**src/rtl/bdascii_pkg.sv**
```systemverilog
`default_nettype none
package bdascii_pkg;
  localparam int unsigned CharZero = 48;
  localparam int unsigned DigitW = 4;
  localparam int unsigned CharW = 6;

  // BCD-correct one nibble (add 3 when >= 5) before the shift
  function automatic logic [DigitW-1:0] dabble(input logic [DigitW-1:0] d);
    dabble = (d >= 4'd5) ? d + 4'd3 : d;
  endfunction
endpackage
`default_nettype wire

```
**src/rtl/bdascii_emit.sv**
```systemverilog
`default_nettype none
// Serializes one BCD word into characters, leading zeros skipped.
module bdascii_emit #(
  parameter int unsigned NumDigits = 20
) (
  input  wire logic                      clk_i,
  input  wire logic                      rst_ni,
  input  wire logic                      in_valid_i,
  output logic                           in_ready_o,
  input  wire logic [NumDigits*4-1:0]    in_bcd_i,
  output logic                           out_valid_o,
  input  wire logic                      out_ready_i,
  output logic [5:0]                     out_char_code_o,
  output logic                           out_last_char_o
);
  import bdascii_pkg::*;
  localparam int unsigned IdxW = $clog2(NumDigits);

  logic [NumDigits*4-1:0] bcd_q;
  logic [IdxW-1:0]        idx_q, idx_d, top;
  logic                   busy_q;
  logic [3:0]             dig;

  // highest nonzero digit, digit zero at least
  always_comb begin
    top = '0;
    for (int k = 1; k < NumDigits; k++) begin
      if (in_bcd_i[k*4 +: 4] != 4'd0) top = IdxW'(k);
    end
  end

  assign dig             = bcd_q[idx_q*4 +: 4];
  assign out_valid_o     = busy_q;
  assign out_char_code_o = CharW'(CharZero) + {2'b00, dig};
  assign out_last_char_o = (idx_q == '0);
  assign in_ready_o      = !busy_q || (out_ready_i && out_last_char_o);
  assign idx_d           = idx_q - 1'b1;

  always_ff @(posedge clk_i or negedge rst_ni) begin
    if (!rst_ni) begin
      busy_q <= 1'b0;
      idx_q  <= '0;
    end else if (in_valid_i && in_ready_o) begin
      busy_q <= 1'b1;
      idx_q  <= top;
    end else if (busy_q && out_ready_i) begin
      if (out_last_char_o) busy_q <= 1'b0;
      else idx_q <= idx_d;
    end
  end

  always_ff @(posedge clk_i) begin
    if (in_valid_i && in_ready_o) bcd_q <= in_bcd_i;
  end

  a_digit: assert property (@(posedge clk_i) disable iff (!rst_ni)
    out_valid_o |-> dig <= 4'd9) else $error("bad digit");
  a_hold: assert property (@(posedge clk_i) disable iff (!rst_ni)
    out_valid_o && !out_ready_i |=> out_valid_o && $stable(idx_q)) else $error("slip");
  a_lead: assert property (@(posedge clk_i) disable iff (!rst_ni)
    $rose(busy_q) && idx_q != '0 |-> dig != 4'd0) else $error("leading zero");
endmodule
`default_nettype wire

```
**config.mk**
```make
export PLATFORM = sky130hd
export DESIGN_NAME = bdascii_emit
export DESIGN_NICKNAME = d
export VERILOG_FILES = /design/src/rtl/bdascii_pkg.sv /design/src/rtl/bdascii_emit.sv
export SDC_FILE = /design/constraint.sdc
export NUM_CORES = 1
export LEC_CHECK = 0
export ABC_CLOCK_PERIOD_IN_PS = 9600
export BUFFER_PORTS_ARGS = -buffer_cell sky130_fd_sc_hd__buf_2
export CAP_MARGIN = 20
export CORE_MARGIN = 8
export CORE_UTILIZATION = 57
export DETAILED_ROUTE_END_ITERATION = 10
export PLACE_DENSITY_LB_ADDON = 0.1
export SLEW_MARGIN = 20
export SYNTH_ARGS = -nofsm -noshare
export SYNTH_HDL_FRONTEND = slang
export SYNTH_SLANG_ARGS = --single-unit
```
**constraint.sdc**
```tcl
create_clock -name clk_i -period 9.6 [get_ports clk_i]
set_input_delay 0.96 -clock clk_i [delete_from_list [all_inputs] [get_ports clk_i]]
set_output_delay 0.96 -clock clk_i [all_outputs]
set_load 0.01 [all_outputs]
```
==> run metrics, run 1 <==
outcome finished clean; Yosys warnings 0; Crit Path Class reg -> out; CP Data Arrival Time 2740 ps; row count 29; ys flop type edfxtp_1; Total GRT Usage 0.182; first-pass GRT wire length 13500 um; footprint of the multi-input gates 1160 um^2; Synth Area in Adders 0.00329; largest family of logic cells by synthesized area multiplexers; starting density of the core 0.595; Syn Area/Cell 16.5 um^2; antenna fix cells 0; 1st-iter DRT viols 103; number of port buffers 90; Pwr Density 231 nW/um^2; hpwl dp 6440 um; GRT Residual Overflow 0; Slew Viols, Final 0; RePlAce Congestion 0.767; Final Hold Viols 0; CP Capture Type primary output; I/O pins 93; Die Span Y 97.7 um; initial antenna violation count 0; post-CTS sizing 0; worst hold-check path type in -> async; vias per cell 5.98; TritonCTS clock tree built; Critical R2R Launch idx_q[1]; minimum clock period 3700 ps; Slew @ Worst Pin 1030 ps; unrepaired setup endpoints after global routing false; worst clock skew 10.8 ps; CP top delay family flip-flops; core area 6390 um^2; Synth cell types 48; slowest stage delay, CP 770 ps; EDFF count, synth 80; FF+latch area 2550 um^2; DR pass1 iterations 4; clock sink total 86; # H-tree levels 3; CP Depth 7; number of remaining DRC errors 0; Buf/Inv on CP 2; Syn Inst Count 231; CP cell instances buf_4 -> mux4_2 -> mux2i_1 -> nor2_1 -> a21oi_1 -> o21ai_1 -> buf_2; R2R depth 8; Syn Std Cell Area 3800 um^2; final period utilization 0.386; Layout area overhead 18.5%; Worst EP required 8640 ps; fin nets 408; post-DR wirelength/cell 20.8 um; fmax 0.270 GHz; layout cells sized above 1 0.402; Setup WS post-layout 5900 ps; vias in the first global route 2691; CTS Buf Count 9; multiplexer share of the synthesized area 0.143; Die Wd 97.7 um; Reg clk slew, reported paths 90 ps; Max clock buf depth 2; postcts setup bufs 0; Die Area 9540 um^2; Seq/Total Area, Yosys 0.671; startpoint types flop; Vias 2423; routed wire length 8440 um; # Max-Cap Violations 0; Synth Area in Simple Gates 0.0922; CP startpoint idx_q[0]; Final setup viols 0; Post-CTS Hold Buffers 0; largest net degree at the start of global routing 86; DRT antenna net count 0; ys async rst share 0.0698; Clock Latency Late Sink 370 ps; CTS Root Cell clkbuf_8; setup TNS 0 ps; CP max stage cell dfrtp_1; Yosys reg bits 86; Place WS 6110 ps; worst-path fanout max 13; Slew HR 0.312; Compound-Gate Fraction of Synth Area 0.0635; fillers 432; LEAKAGE 0.00164 uW; Synth Area in XOR/XNOR 0.00230; worst vdd ir 0.000147 V
sequential cells by signal, indices dropped and copies added, names as in the netlist:
name	cells
bcd_q	80
out_valid_o	1
idx_q	5
final cells by class:
class                           instances  share of cell area
Timing Repair Buffer                   92               0.103
Clock inverter                          7              0.0178
Sequential cell                        86               0.567
Inverter                                6             0.00500
Multi-Input combinational cell        128               0.258
Clock buffer                            9              0.0275
Tap cell                               77              0.0214
final timing paths:
check | slack, ps | to
min in group clk_i | 770 | out_valid_o
worst max register to register | 6110 | idx_q[4]
worst min-delay path | 410 | idx_q[0]
worst min register to register | 770 | out_valid_o
worst max-delay path | 5900 | out_char_code_o[1]
max in group asynchronous | 9040 | out_valid_o
synth_stat cells (all sizes together), types with 3 or more instances:
| cell | count | area share |
|---|---|---|
| a21oi | 7 | 0.0092 |
| buf | 8 | 0.014 |
| clkbuf | 4 | 0.0039 |
| dfrtp | 6 | 0.039 |
| edfxtp | 80 | 0.63 |
| inv | 6 | 0.0059 |
| mux2i | 8 | 0.021 |
| mux4 | 20 | 0.12 |
| nand2 | 15 | 0.015 |
| nand4 | 3 | 0.0089 |
| nor2 | 9 | 0.0089 |
| nor4 | 18 | 0.033 |
| o21ai | 10 | 0.013 |
| or4 | 3 | 0.0059 |
kinds of logic after synthesis:
logic type      Yosys count
other cells               1
buf+inv                  18
simple gates             60
xor+xnor                  1
mux                      29
flops                    86
compound gates           35
fa+ha+maj                 1
metrics by stage:
stage	cells	power, uW	hold slack, ps	util	area (um^2)
global placement	389	784	722	0.673	4300
floorplan	232	702	649	-	3800
detailed placement	389	793	760	0.673	4300
finish	405	1040	406	0.705	4500
global route	405	1100	404	0.705	4500
CTS	405	1050	402	0.705	4500
where the power goes:
group | internal [uW] | leakage (uW) | switching [uW] | total (uW)
Sequential | 443 | 0.000789 | 58.8 | 501
Clock | 124 | 0.000104 | 134 | 258
Combinational | 154 | 0.000745 | 128 | 282
Total | 721 | 0.00164 | 321 | 1040
placed cells by master (no fill, tap or decap), types with 5 or more instances in the layout:
cell type	Yosys	final
dfrtp_1	6	6
nand2_1	15	15
clkbuf_8	0	9
nor2_1	9	9
edfxtp_1	80	80
mux4_2	20	20
nor4_1	16	16
o21ai_1	7	7
a21oi_1	7	7
mux2i_1	8	8
inv_1	5	5
buf_2	3	90
layer usage:
metal	track usage	wire, um	part of all wire
met5	0	0	0
met4	0.0769	234	0.028
met3	0.0605	551	0.065
met2	0.291	4210	0.50
met1	0.221	3450	0.41
Power figures use the tool's default switching activity.
==> inputs of run 2 (changes only) <==
--- a/config.mk
+++ b/config.mk
@@ -5,11 +5,12 @@
 export SDC_FILE = /design/constraint.sdc
 export NUM_CORES = 1
 export LEC_CHECK = 0
-export ABC_CLOCK_PERIOD_IN_PS = 9600
+export ABC_AREA = 1
+export ABC_CLOCK_PERIOD_IN_PS = 3100
 export BUFFER_PORTS_ARGS = -buffer_cell sky130_fd_sc_hd__buf_2
 export CAP_MARGIN = 20
 export CORE_MARGIN = 8
-export CORE_UTILIZATION = 57
+export CORE_UTILIZATION = 48
 export DETAILED_ROUTE_END_ITERATION = 10
 export PLACE_DENSITY_LB_ADDON = 0.1
 export SLEW_MARGIN = 20
==> constraint.sdc (replaced) <==
create_clock -name clk_i -period 3.1 [get_ports clk_i]
set_input_delay 0.31 -clock clk_i [delete_from_list [all_inputs] [get_ports clk_i]]
set_output_delay 0.31 -clock clk_i [all_outputs]
set_load 0.01 [all_outputs]
==> run metrics, run 2 <==
outcome finished clean; number of port buffers 90; first-pass GRT wire length 15300 um; core area 8090 um^2; # Max-Cap Violations 0; CP max stage cell dfrtp_1; post-CTS sizing 0; hpwl dp 7020 um; fillers 716; TritonCTS clock tree built; setup TNS 0 ps; Synth cell types 36; Final Util 0.579; Syn Std Cell Area 3930 um^2; final period utilization 0.800; number of remaining DRC errors 0; CP cell instances inv_2 -> buf_4 -> o21ai_0 -> o221ai_1 -> o211ai_1 -> a31oi_1 -> a31o_1 -> buf_2; top-count cell post-synth edfxtp_1; Clock Latency Late Sink 340 ps; minimum clock period 2480 ps; Yosys reg bits 86; max reg flops 80; Syn Area/Cell 11.5 um^2; footprint of the multi-input gates 1230 um^2; clock sink total 86; Slew @ Worst Pin 531 ps; Die Area 11300 um^2; starting density of the core 0.485; Final Hold Viols 0; Crit Path Class reg -> out; antenna fix cells 0; FF+latch area 2550 um^2; DRT antenna net count 0; Final setup viols 0; CP Capture Type primary output; fin nets 516; largest net degree at the start of global routing 45; Max clock buf depth 2; Post-CTS Hold Buffers 1; Slew HR 0.643; Worst EP required 2790 ps; routed wire length 9470 um; most instantiated cells after synthesis edfxtp_1, nor2_1, nand2_1, o21ai_0, o21ai_1; worst hold-check path type in -> reg; ys flop type edfxtp_1; vias per cell 5.37; Total GRT Usage 0.173; RePlAce Congestion 0.802; Pwr Density 746 nW/um^2; LEAKAGE 0.00173 uW; slowest stage delay, CP 400 ps; worst vdd ir 0.000390 V; area leader, netlist edfxtp_1; Die Wd 106 um; row count 33; I/O pins 93; unrepaired setup endpoints after global routing false; worst-path fanout max 41; Layout area overhead 19.3%; # H-tree levels 3; Slew Viols, Final 0; Yosys warnings 0; Syn Inst Count 340; startpoint types flop; CP Data Arrival Time 2170 ps; post-DR wirelength/cell 17.5 um; Reg clk slew, reported paths 90 ps; fmax 0.403 GHz; postcts setup bufs 0; 1st-iter DRT viols 119; CTS Buf Count 9; hold slack 131 ps; initial antenna violation count 0; GRT Residual Overflow 0; vias in the first global route 3085; top cell type's share of synthesized area 0.612; largest register by flop count bcd_q; Vias 2903; DR pass1 iterations 4; Die Span Y 106 um; commonest non-fill, non-tap cell in the layout buf_2; EDFF count, synth 80; CTS Root Cell clkbuf_8; layout cells sized above 1 0.305; Seq/Total Area, Yosys 0.650; worst clock skew 8.32 ps; synth top area cells edfxtp_1, nor2_1, nand2_1, dfrtp_1, o21ai_0; ys async rst share 0.0698; most frequent cells in the layout buf_2, edfxtp_1, nor2_1, nand2_1, o21ai_0
## run 2: cell type report
class                   count  area share
inverters                  17      0.0136
flip-flops and latches     86       0.545
repair buffers             97       0.111
clock buffers              11      0.0302
clock inverters             5      0.0107
well taps                 105      0.0281
multi-input cells         220       0.262
## run 2: metal layers
metal | vias up | share of wire | track usage
met2 | 103 | 0.49 | 0.285
met5 | - | 0 | 0
met3 | 19 | 0.064 | 0.0417
li1 | 1418 | - | -
met4 | 0 | 0.022 | 0.0704
met1 | 1363 | 0.42 | 0.214
## run 2: worst paths after layout
check / from / endpoint / slack [ps] / cells after the start
max: idx_q[0] / out_char_code_o[2] / 620 / 8
min: in_bcd_i[0] / bcd_q[0] / 130 / 1
max reg2reg: idx_q[2] / bcd_q[28] / 780 / 10
min reg2reg: out_valid_o / out_valid_o / 700 / 4
max in group asynchronous: rst_ni / idx_q[4] / 2630 / 2
min in group asynchronous: rst_ni / idx_q[0] / 310 / 2
## run 2: power breakdown
group          internal [uW]  total, uW  switching, uW
clock                    390        766            377
combinational            459       1260            799
sequential              1380       1470           84.1
## run 2: metrics by stage
step / cell area (um^2) / total power (uW) / worst slack [ps] / std cells
6_report: 4680 / 3490 / 620 / 541
4_1_cts: 4680 / 3510 / 581 / 541
5_1_grt: 4680 / 3700 / 462 / 541
2_1_floorplan: 3930 / 2350 / 122 / 341
3_3_place_gp: 4480 / 2740 / 859 / 524
3_5_place_dp: 4480 / 2740 / 792 / 524
## run 2: kinds of logic (layout without fill, tap and decap cells)
kind of cell,count (synthesis),count (layout),share of synthesized area
other,1,2,0.000955
adder cells (fa/ha/maj),1,1,0.00319
AO/OA/AOI/OAI,83,83,0.126
XOR/XNOR,2,2,0.00446
AND/OR/NAND/NOR,132,132,0.177
flip-flops,86,86,0.650
buffers and inverters,35,130,0.0386
## run 2: critical path: cells and delay by family, from the launching register on
| family | cells | cell delay (ps) |
|---|---|---|
| flops | 1 | 400 |
| compound gates | 5 | 840 |
| buf+inv | 3 | 560 |
